$ cat config.mk
export PLATFORM = sky130hd
export DESIGN_NAME = adc_channel_scan_sequencer_unit
export DESIGN_NICKNAME = d
export VERILOG_FILES = /design/src/hdl/acss_pkg.sv /design/src/hdl/acss_ctrl.sv /design/src/hdl/acss_datapath.sv /design/src/hdl/adc_channel_scan_sequencer_unit.sv
export SDC_FILE = /design/constraint.sdc
export NUM_CORES = 1
export LEC_CHECK = 0
export ABC_AREA = 1
export BUFFER_PORTS_ARGS = -buffer_cell sky130_fd_sc_hd__buf_4
export CORE_AREA = 3 3 165 167
export CTS_CLUSTER_DIAMETER = 100
export DETAILED_ROUTE_END_ITERATION = 16
export DIE_AREA = 0 0 168 170
export GPL_TIMING_DRIVEN = 0
export PLACE_DENSITY = 0.75
export SETUP_SLACK_MARGIN = 0.2
export SLEW_MARGIN = 20
export SYNTH_ARGS = -nofsm -noshare
export SYNTH_HDL_FRONTEND = slang
export SYNTH_SLANG_ARGS = --single-unit
$ cat constraint.sdc
create_clock -name clk -period 3.2 [get_ports clk]
set_input_delay 0.48 -clock clk [delete_from_list [all_inputs] [get_ports clk]]
set_output_delay 0.48 -clock clk [all_outputs]
set_load 0.05 [all_outputs]
$ cat src/hdl/acss_pkg.sv
package acss_pkg;

	// Default number of converter channels.
	localparam int CHANNELS_DEF = 16;

	// Width of one converter sample and of one stored reading.
	localparam int SAMPLE_BITS = 10;

	// Fixed field widths of the stream and configuration ports.
	localparam int PIN_W = 8;
	localparam int REF_W = 2;
	localparam int KIND_W = 2;
	localparam int CFG_IDX_W = 1;
	localparam int CFG_W = 8;
	localparam int CHAN_OUT_W = 4;
	localparam int MUX_W = 8;
	localparam int IN_DATA_W = 24;
	localparam int OUT_DATA_W = 32;
	localparam int RES_W = 26;

	// Reset values of the configuration registers.
	localparam logic [PIN_W-1:0] PIN_OFFSET_RST = 8'd14;
	localparam logic [REF_W-1:0] REF_SEL_RST = 2'd1;

	// Input beat kinds; code 3 is not used.
	typedef enum logic [KIND_W-1:0] {
		KIND_READ = 2'd0,
		KIND_TICK = 2'd1,
		KIND_DONE = 2'd2
	} kind_t;

	// Configuration register indexes.
	typedef enum logic [CFG_IDX_W-1:0] {
		REG_PIN_OFFSET       = 1'b0,
		REG_REFERENCE_SELECT = 1'b1
	} cfg_reg_t;

	// Commands from the controller to the datapath.
	typedef struct packed {
		logic load_in;
		logic read_mem;
		logic commit;
	} ctl_cmd_t;

	// Status from the datapath to the controller.
	typedef struct packed {
		logic out_free;
	} dp_stat_t;

	// Mux code: reference in bits 7..6, low three channel bits in 2..0.
	function automatic logic [MUX_W-1:0] mux_code(input logic [REF_W-1:0] ref_sel,
			input logic [PIN_W-1:0] chan);
		return {ref_sel, 3'b000, chan[2:0]};
	endfunction

endpackage

$ cat src/hdl/acss_ctrl.sv
module acss_ctrl
	import acss_pkg::*;
(
	input  logic     clk,
	input  logic     arst_n,
	input  logic     s_tvalid,
	output logic     s_tready,
	input  dp_stat_t stat,
	output ctl_cmd_t cmd
);

	typedef enum logic [2:0] {
		ST_IDLE = 3'b001,
		ST_READ = 3'b010,
		ST_EXEC = 3'b100
	} state_t;

	state_t state_q, state_d;

	// Sequence each beat: capture, memory read, then commit once the output is free.
	always_comb begin
		state_d = state_q;
		cmd = '0;
		case (state_q)
			ST_IDLE: begin
				if (s_tvalid) begin
					cmd.load_in = 1'b1;
					state_d = ST_READ;
				end
			end
			ST_READ: begin
				cmd.read_mem = 1'b1;
				state_d = ST_EXEC;
			end
			ST_EXEC: begin
				if (stat.out_free) begin
					cmd.commit = 1'b1;
					state_d = ST_IDLE;
				end
			end
			default: begin
				state_d = ST_IDLE;
			end
		endcase
	end

	assign s_tready = (state_q == ST_IDLE);

	always_ff @(posedge clk or negedge arst_n) begin
		if (!arst_n) begin
			state_q <= ST_IDLE;
		end else begin
			state_q <= state_d;
		end
	end

endmodule

$ cat src/hdl/acss_datapath.sv
module acss_datapath
	import acss_pkg::*;
#(
	parameter int CHANNELS = CHANNELS_DEF
) (
	input  logic                  clk,
	input  logic                  arst_n,
	input  logic                  cfg_we,
	input  logic [CFG_IDX_W-1:0]  cfg_index,
	input  logic [CFG_W-1:0]      cfg_data,
	input  logic [IN_DATA_W-1:0]  s_tdata,
	input  logic [KIND_W-1:0]     s_tuser,
	input  logic                  m_tready,
	output logic                  m_tvalid,
	output logic [OUT_DATA_W-1:0] m_tdata,
	input  ctl_cmd_t              cmd,
	output dp_stat_t              stat
);

	localparam int CH_W = (CHANNELS > 1) ? $clog2(CHANNELS) : 1;
	localparam int CNT_W = $clog2(CHANNELS + 1);
	localparam logic [PIN_W-1:0] CHAN_LIMIT = PIN_W'(CHANNELS);
	localparam logic [CNT_W-1:0] CNT_FULL = CNT_W'(CHANNELS);

	logic [PIN_W-1:0]       pin_offset_q;
	logic [REF_W-1:0]       ref_sel_q;
	kind_t                  kind_q;
	logic [PIN_W-1:0]       pin_q;
	logic [SAMPLE_BITS-1:0] sample_q;

	logic [SAMPLE_BITS-1:0] tbl_mem [CHANNELS];
	logic [CHANNELS-1:0]    tbl_vld_q;
	logic [SAMPLE_BITS-1:0] tbl_rd_q;
	logic                   tbl_vld_rd_q;
	logic [CH_W-1:0]        stk_mem [CHANNELS];
	logic [CH_W-1:0]        stk_rd_q;

	logic [CNT_W-1:0] stack_cnt_q, cnt_d, cnt_dec;
	logic [CH_W-1:0]  act_ch_q, act_ch_d;
	logic             act_vld_q, act_vld_d;
	logic             await_first_q, await_d;

	logic [PIN_W-1:0] chan_full;
	logic             chan_ok;
	logic [CH_W-1:0]  chan_idx, pop_idx;

	logic                   tbl_we, stk_we, do_pop;
	logic [SAMPLE_BITS-1:0] res_reading;
	logic                   res_start, res_dropped, res_bank;
	logic [CH_W-1:0]        emit_ch;
	logic [PIN_W-1:0]       emit_ext;
	logic [CHAN_OUT_W-1:0]  res_chan;
	logic [MUX_W-1:0]       res_mux;

	logic                  out_valid_q;
	logic [OUT_DATA_W-1:0] out_data_q;

	// Configuration registers.
	always_ff @(posedge clk or negedge arst_n) begin
		if (!arst_n) begin
			pin_offset_q <= PIN_OFFSET_RST;
			ref_sel_q <= REF_SEL_RST;
		end else if (cfg_we) begin
			case (cfg_reg_t'(cfg_index))
				REG_PIN_OFFSET:       pin_offset_q <= cfg_data;
				REG_REFERENCE_SELECT: ref_sel_q <= cfg_data[REF_W-1:0];
				default: ;
			endcase
		end
	end

	// Capture the accepted input beat.
	always_ff @(posedge clk) begin
		if (cmd.load_in) begin
			kind_q <= kind_t'(s_tuser);
			pin_q <= s_tdata[PIN_W-1:0];
			sample_q <= s_tdata[PIN_W +: SAMPLE_BITS];
		end
	end

	// Pin to channel mapping and stack addresses.
	assign chan_full = (pin_q >= pin_offset_q) ? (pin_q - pin_offset_q) : pin_q;
	assign chan_ok = (chan_full < CHAN_LIMIT);
	assign chan_idx = chan_full[CH_W-1:0];
	assign cnt_dec = stack_cnt_q - CNT_W'(1);
	assign pop_idx = cnt_dec[CH_W-1:0];

	// Reading table memory.
	always_ff @(posedge clk) begin
		if (cmd.read_mem) begin
			tbl_rd_q <= tbl_mem[chan_idx];
			tbl_vld_rd_q <= tbl_vld_q[chan_idx];
		end
		if (tbl_we && cmd.commit) begin
			tbl_mem[act_ch_q] <= sample_q;
		end
	end

	// A table entry never written reads as zero.
	always_ff @(posedge clk or negedge arst_n) begin
		if (!arst_n) begin
			tbl_vld_q <= '0;
		end else if (tbl_we && cmd.commit) begin
			tbl_vld_q[act_ch_q] <= 1'b1;
		end
	end

	// Request stack memory; the read always targets the top entry.
	always_ff @(posedge clk) begin
		if (cmd.read_mem) begin
			stk_rd_q <= stk_mem[pop_idx];
		end
		if (stk_we && cmd.commit) begin
			stk_mem[stack_cnt_q[CH_W-1:0]] <= chan_idx;
		end
	end

	// Decide the state update and the result for the captured beat.
	always_comb begin
		cnt_d = stack_cnt_q;
		act_ch_d = act_ch_q;
		act_vld_d = act_vld_q;
		await_d = await_first_q;
		tbl_we = 1'b0;
		stk_we = 1'b0;
		do_pop = 1'b0;
		res_reading = '0;
		res_start = 1'b0;
		res_dropped = 1'b0;
		emit_ch = act_ch_q;
		case (kind_q)
			KIND_READ: begin
				if (!chan_ok) begin
					res_dropped = 1'b1;
				end else begin
					res_reading = tbl_vld_rd_q ? tbl_rd_q : '0;
					if (stack_cnt_q < CNT_FULL) begin
						stk_we = 1'b1;
						cnt_d = stack_cnt_q + CNT_W'(1);
					end else begin
						res_dropped = 1'b1;
					end
				end
			end
			KIND_TICK: begin
				do_pop = !act_vld_q;
			end
			KIND_DONE: begin
				if (act_vld_q) begin
					if (await_first_q) begin
						res_start = 1'b1;
						await_d = 1'b0;
					end else begin
						tbl_we = 1'b1;
						do_pop = 1'b1;
					end
				end
			end
			default: ;
		endcase
		// Pop the next channel and start it, or fall idle on an empty stack.
		if (do_pop) begin
			await_d = 1'b1;
			if (stack_cnt_q != '0) begin
				cnt_d = cnt_dec;
				act_ch_d = stk_rd_q;
				act_vld_d = 1'b1;
				res_start = 1'b1;
				emit_ch = stk_rd_q;
			end else begin
				cnt_d = '0;
				act_vld_d = 1'b0;
			end
		end
	end

	// Channel fields are zero unless a conversion starts.
	assign emit_ext = {{(PIN_W-CH_W){1'b0}}, emit_ch};
	assign res_chan = res_start ? emit_ext[CHAN_OUT_W-1:0] : '0;
	assign res_mux = res_start ? mux_code(ref_sel_q, emit_ext) : '0;
	assign res_bank = res_start & emit_ext[3];

	// Sequencer state.
	always_ff @(posedge clk or negedge arst_n) begin
		if (!arst_n) begin
			stack_cnt_q <= '0;
			act_ch_q <= '0;
			act_vld_q <= 1'b0;
			await_first_q <= 1'b1;
		end else if (cmd.commit) begin
			stack_cnt_q <= cnt_d;
			act_ch_q <= act_ch_d;
			act_vld_q <= act_vld_d;
			await_first_q <= await_d;
		end
	end

	// Output register.
	always_ff @(posedge clk or negedge arst_n) begin
		if (!arst_n) begin
			out_valid_q <= 1'b0;
		end else if (cmd.commit) begin
			out_valid_q <= 1'b1;
		end else if (m_tready) begin
			out_valid_q <= 1'b0;
		end
	end

	always_ff @(posedge clk) begin
		if (cmd.commit) begin
			out_data_q <= {{(OUT_DATA_W-RES_W){1'b0}}, res_dropped, act_vld_d, res_bank,
				res_mux, res_chan, res_start, res_reading};
		end
	end

	assign m_tvalid = out_valid_q;
	assign m_tdata = out_data_q;
	assign stat.out_free = !out_valid_q || m_tready;

endmodule

$ cat src/hdl/adc_channel_scan_sequencer_unit.sv
// Each input beat passes capture, memory read and commit; the result beat is registered at
// the commit, and a new beat is accepted only after it. The memory read step is set by the
// registered read of the reading table and the request stack; a stalled output delays commit.
// Reset: arst_n clears the sequencer state, the table valid bits and the output valid,
// and loads pin_offset 14 and reference_select 1; no clearing pass is needed.
module adc_channel_scan_sequencer_unit
	import acss_pkg::*;
#(
	parameter int CHANNELS = CHANNELS_DEF
) (
	input  logic                  clk,
	input  logic                  arst_n,
	// Configuration write port.
	input  logic                  cfg_we,
	input  logic [CFG_IDX_W-1:0]  cfg_index,
	input  logic [CFG_W-1:0]      cfg_data,
	// Input stream.
	input  logic                  s_tvalid,
	output logic                  s_tready,
	input  logic [IN_DATA_W-1:0]  s_tdata,  // pin[7:0], sample[17:8], zero[23:18]
	input  logic [KIND_W-1:0]     s_tuser,  // kind[1:0]
	// Result stream.
	output logic                  m_tvalid,
	input  logic                  m_tready,
	// reading[9:0], start_conversion[10], conversion_channel[14:11], mux_setting[22:15],
	// channel_bank[23], busy_res[24], request_dropped[25], zero[31:26]
	output logic [OUT_DATA_W-1:0] m_tdata
);

	ctl_cmd_t cmd;
	dp_stat_t stat;

	acss_ctrl u_ctrl (
		.clk      (clk),
		.arst_n   (arst_n),
		.s_tvalid (s_tvalid),
		.s_tready (s_tready),
		.stat     (stat),
		.cmd      (cmd)
	);

	acss_datapath #(
		.CHANNELS (CHANNELS)
	) u_datapath (
		.clk       (clk),
		.arst_n    (arst_n),
		.cfg_we    (cfg_we),
		.cfg_index (cfg_index),
		.cfg_data  (cfg_data),
		.s_tdata   (s_tdata),
		.s_tuser   (s_tuser),
		.m_tready  (m_tready),
		.m_tvalid  (m_tvalid),
		.m_tdata   (m_tdata),
		.cmd       (cmd),
		.stat      (stat)
	);

endmodule

Yosys cells after proc, flatten, opt, wreduce, memory -nomap -nowiden
Memories as Yosys holds them, arrays and structs flattened. A register that Yosys moved wholly into a read port is not among the register bits.
Index checks and enable logic that the tools add are counted.
{ "word_totals": {"word_cells": 103, "n_memories": 2, "register_bits": 88, "out_inout_bits": 34, "ram_bits": 224} }
{ "mem_list": {"columns": ["name", "words", "word_bits", "read_ports", "rd_clocked_by_memory_dff", "wr", "line_no", "rtl"], "rows": [
  ["u_datapath.tbl_mem", 16, 10, 1, 1, 1, "acss_datapath.sv:31", "logic [SAMPLE_BITS-1:0] tbl_mem [CHANNELS];"],
  ["u_datapath.stk_mem", 16, 4, 1, 1, 1, "acss_datapath.sv:35", "logic [CH_W-1:0] stk_mem [CHANNELS];"]
]} }
{ "classes": {"n_eq_ne": 7, "muxes": 45, "n_addsub": 3, "n_reduce_logical": 20, "magnitude_cmp": 6, "bitwise": 3} }
{ "op_table": {"columns": ["op", "n"], "rows": [
  ["$mux W1", 31],
  ["$mux W5", 5],
  ["$or A16 B16 Y16", 1],
  ["$reduce_bool A2 Y1", 6],
  ["$lt A4 B5 Y1 const B", 2],
  ["$pmux W3 S3", 1],
  ["$ge A8 B8 Y1", 1],
  ["$lt A8 B5 Y1 const B", 1],
  ["$mux W4", 2],
  ["$mux W8", 1],
  ["$sub A8 B8 Y8", 1],
  ["$mux W3", 2],
  ["$reduce_and A2 Y1", 3],
  ["$reduce_and A3 Y1", 2],
  ["$add A5 B1 Y5 const B", 1],
  ["$lt A5 B5 Y1 const B", 1],
  ["$reduce_bool A5 Y1", 1],
  ["$sub A5 B1 Y5 const B", 1],
  ["$bmux W1 S4", 1],
  ["$demux W1 S4", 1],
  ["$ge A4 B1 Y1 const B", 1],
  ["$ne A2 B2 Y1 const B", 2],
  ["$reduce_and A4 Y1", 1],
  ["$eq A3 B1 Y1 const B", 1],
  ["11 further kinds", 14]
]} }

Longest topological paths before layout
{ "logic_depth": {"depth_word": 8, "ltp_mapped": 18, "depth_no_buf": 16} }

By module
A second synthesis with hierarchy kept.
{ "hier_totals": {"cells_unflattened": 1345, "area_unflattened_um2": 14286.2} }
{ "modules_own_cells": {"columns": ["mod", "n_inst", "area_each_um2", "cells_each"], "rows": [
  ["acss_datapath", 1, 14111.0, 1324],
  ["acss_ctrl", 1, 175.2, 21]
]} }

Least setup slack after synthesis
OpenSTA, ideal clock, no wires.
{ "synth_path": {"kind": "register to register", "from": "reg u_datapath.out_valid_q (netlist: u_datapath.m_tvalid)", "to": "mem u_datapath.tbl_mem[0][0], enable pin", "period_less_slack_ns": 3.159, "n_path_buf": 0, "required_time_ns": 2.824, "stages_incl_launch_ff": 8, "path_slack_ns": 0.041, "arrival_time_ns": 2.783, "setup_time_ns": 0.376, "path_cell_list": "dfrtp_1 inv_1 nor2_1 nor2_1 inv_1 nor2_1 nand3_1 nor2_1"} }
{ "synth_lines": {"columns": ["element", "line_no", "rtl"], "rows": [
  ["start, declared", "acss_datapath.sv:55", "logic out_valid_q;"],
  ["start signal, assigned", "acss_datapath.sv:201", "out_valid_q <= 1'b0;"],
  ["start signal, assigned", "acss_datapath.sv:203", "out_valid_q <= 1'b1;"],
  ["start signal, assigned", "acss_datapath.sv:205", "out_valid_q <= 1'b0;"],
  ["end, declared", "acss_datapath.sv:31", null]
]} }

==> results.toml <==
[setup_path]
ff2ff_path_depth = 7
worst-setup-path-type = "flip-flop to flip-flop"
cp_max_fo = 12
startpoint = "u_ctrl.state_q[0]"
crit_required_ns = 3.37
crit_end = "u_datapath.tbl_mem[6][0]"
crit_arrival_ns = 3.13
cp-end-kind = "flip-flop"
r2r_slack_ns = 0.24
r2r-end = "u_datapath.tbl_mem[6][0]"
crit-reg2reg-launch = "u_ctrl.state_q[0]"
startpoint_type = "flip-flop"

[power]
power_leakage_nw = 7.10
irDropWorstVdd_mv = 0.492
power_density_mw_per_mm2 = 791

[synth]
yosysWarnings = 0
synthTopCellsByArea = "edfxtp_1 59%, nand2_1 6.9%, nand3_1 6.8%"
syn_area_mm2 = 0.0142
synth_edf_count = 279
post_synth.cell_area_avg_um2 = 10.6
async_flop_share = 0.128
synth_seq_cells = 320
postSynthCellCount = 1333
synth_top_area_frac = 0.591
synthFlopType = "edfxtp_1"
ys_seq_area_frac = 0.663
synth_top_area_cell = "edfxtp_1"
synth_cell_types = 44

[timing]
slew_headroom = 0.394
fmax_mhz = 337
setup_violations = 0
slew_viol_final = 0
worst_hold_slack_ns = 0.127
min_period_ns = 2.96
hold_violations = 0
rsz0062_at_grt = "yes"
tightest_slew_ns = 0.902
layout_worst_path_cycle_share = 0.927
clock_skew_ns = 0.0225

[detailed_routing]
detail-route-antenna-nets = 0
drc = 0
viasPerCell = 5.55
drtIter0Drc = 1405
vias = 10100
drt-total-wl_um = 34400
wire_per_inst_um = 18.9
firstDrtPassIters = 5

[clock_tree]
ctsHtreeMaxLevel = 2
cts_tree = "yes"
clock-root-buffer = "clkbuf_16"
cts_made_buffers = 34
insertion_delay_ns = 0.53
cts.path.max_buffers = 3
numClockSinks = 320
cts.clk_slew.worst_paths_ns = 0.06

[die]
coreArea_mm2 = 0.0259
die_y_um = 170
die_area_mm2 = 0.0286
die_width_um = 168
io_pins = 74
rows = 59
initial_core_util = 0.547

[placed_design]
port_buffers = 58
dp_cells = 1736
dp_hpwl_um = 21800
gp_congestion = 0.902

[cells_and_area]
multi_input_area_mm2 = 0.00408
antenna_cells = 0
layout_commonest_cell = "edfxtp_1"
nNetsFinal = 1517
area_delta_synth_final_pct = 20.4
mostFrequentLayoutCells = "279 x edfxtp_1, 253 x nand2_1, 230 x inv_1, 180 x nand3_1, 98 x buf_4"
fillers = 1843
utilization = 0.659
final_layout_size_suffix_gt1_frac = 0.184
final_cells = 1821
regArea_mm2 = 0.00941

[status]
status = "completed"

[global_routing]
overflow = 0
grt_max_degree = 42
grt_pass1_wl_um = 52400
track_usage = 0.236
antenna_found_initial = 0
grt_pass1_vias = 9772

[hold_path]
min-delay-path-class = "input port to flip-flop"

[job]
cap_violations = 0
timing repair:
item                                    CTS  global route
hold endpoints to repair                 35             0
cloned                                    0             2
endpoints found under the setup margin  238           246
pin swaps                                 6            15
resized for setup                       111            46
hold buffers                              1             0
setup buffers                             7            14
cell type report:
type | count | share of cell area
inverter | 237 | 0.0526
clock inverter | 23 | 0.0133
buffer | 58 | 0.0256
multi-input combinational | 726 | 0.239
sequential | 320 | 0.551
clock buffer | 39 | 0.0515
timing repair buffer | 83 | 0.0430
tap | 335 | 0.0245
worst min path at each step:
| stage | start | endpoint | slack [ns] | cells past startpoint |
|---|---|---|---|---|
| floorplan | arst_n | u_ctrl.state_q[1] | 0.18 | 0 |
| global placement | u_datapath.tbl_vld_q[2] | u_datapath.tbl_vld_q[2] | 0.44 | 2 |
| detailed placement | u_datapath.tbl_vld_q[5] | u_datapath.tbl_vld_q[5] | 0.45 | 2 |
| CTS | s_tdata[9] | u_datapath.sample_q[1] | 0.11 | 1 |
| global route | s_tdata[9] | u_datapath.sample_q[1] | 0.12 | 1 |
| finish | s_tdata[9] | u_datapath.sample_q[1] | 0.13 | 1 |
synthesized netlist by cell type, drive strengths merged, types with 2 or more instances:
library cell  number
nand3            196
o221ai             8
edfxtp           279
o21ai             54
dfstp              6
nor2             104
mux2i              8
buf               45
nor4               2
xor2               6
ha                16
a21oi              9
dfrtp             35
nand2            266
inv              236
nand4              9
nor3               2
or2                2
clkbuf            14
nand3b            12
o211ai             8
o32ai              9
through the flow:
step / instance area (um2) / TNS (ns) / power, mW / worst slack (ns)
6_report: 17100 / 0 / 13.5 / 0.235
5_1_grt: 17100 / 0 / 14.1 / 0.0371
4_1_cts: 16700 / 0 / 13.2 / 0.189
3_5_place_dp: 15100 / -54.81 / 9.00 / -0.403
3_3_place_gp: 15100 / -30.16 / 8.89 / -0.252
2_1_floorplan: 14200 / 0 / 7.68 / 0.431
sequential cells by signal, indices dropped and copies added (netlist names), 4 cells and up:
name / count
u_datapath.pin_q: 8
u_datapath.stk_mem: 64
u_datapath.pin_offset_q: 8
u_datapath.stack_cnt_q: 5
u_datapath.stk_rd_q: 4
u_datapath.m_tdata: 20
u_datapath.act_ch_q: 4
u_datapath.tbl_rd_q: 10
u_datapath.tbl_vld_q: 16
u_datapath.sample_q: 10
u_datapath.tbl_mem: 160
worst max-delay path, stage by stage, from the launching register on:
cell and delay [ns]:
dfstp_2 0.37, inv_1 0.14, nand3_1 0.26, nor2_4 0.38
inv_1 0.16, nor2_1 0.29, nand3_1 0.50, nor2_4 0.51
power by group:
group / switching [mW] / internal [mW] / total, mW
clock: 1.60 / 2.31 / 3.91
combinational: 2.94 / 1.37 / 4.31
sequential: 0.245 / 5.05 / 5.30
total: 4.79 / 8.73 / 13.5
per-layer routing:
| metal | share of wire | GRT usage | vias to the layer above |
|---|---|---|---|
| met5 | 0 | 0 | - |
| met4 | 0.042 | 0.0996 | 0 |
| met3 | 0.11 | 0.0492 | 119 |
| met2 | 0.46 | 0.377 | 575 |
| met1 | 0.39 | 0.320 | 4744 |
| li1 | - | - | 4670 |
kinds of logic (layout without fill, tap and decap cells):
kind of cell,after synthesis,in the layout,synth area share
AO/OA/AOI/OAI,91,91,0.0400
XOR/XNOR,7,7,0.00432
adder cells (fa/ha/maj),17,17,0.0155
buffers and inverters,296,440,0.0871
flip-flops,320,320,0.663
multiplexers,8,8,0.00565
other,1,9,0.000264
AND/OR/NAND/NOR,593,594,0.184
Note: power is estimated with default switching activity, not from simulation.
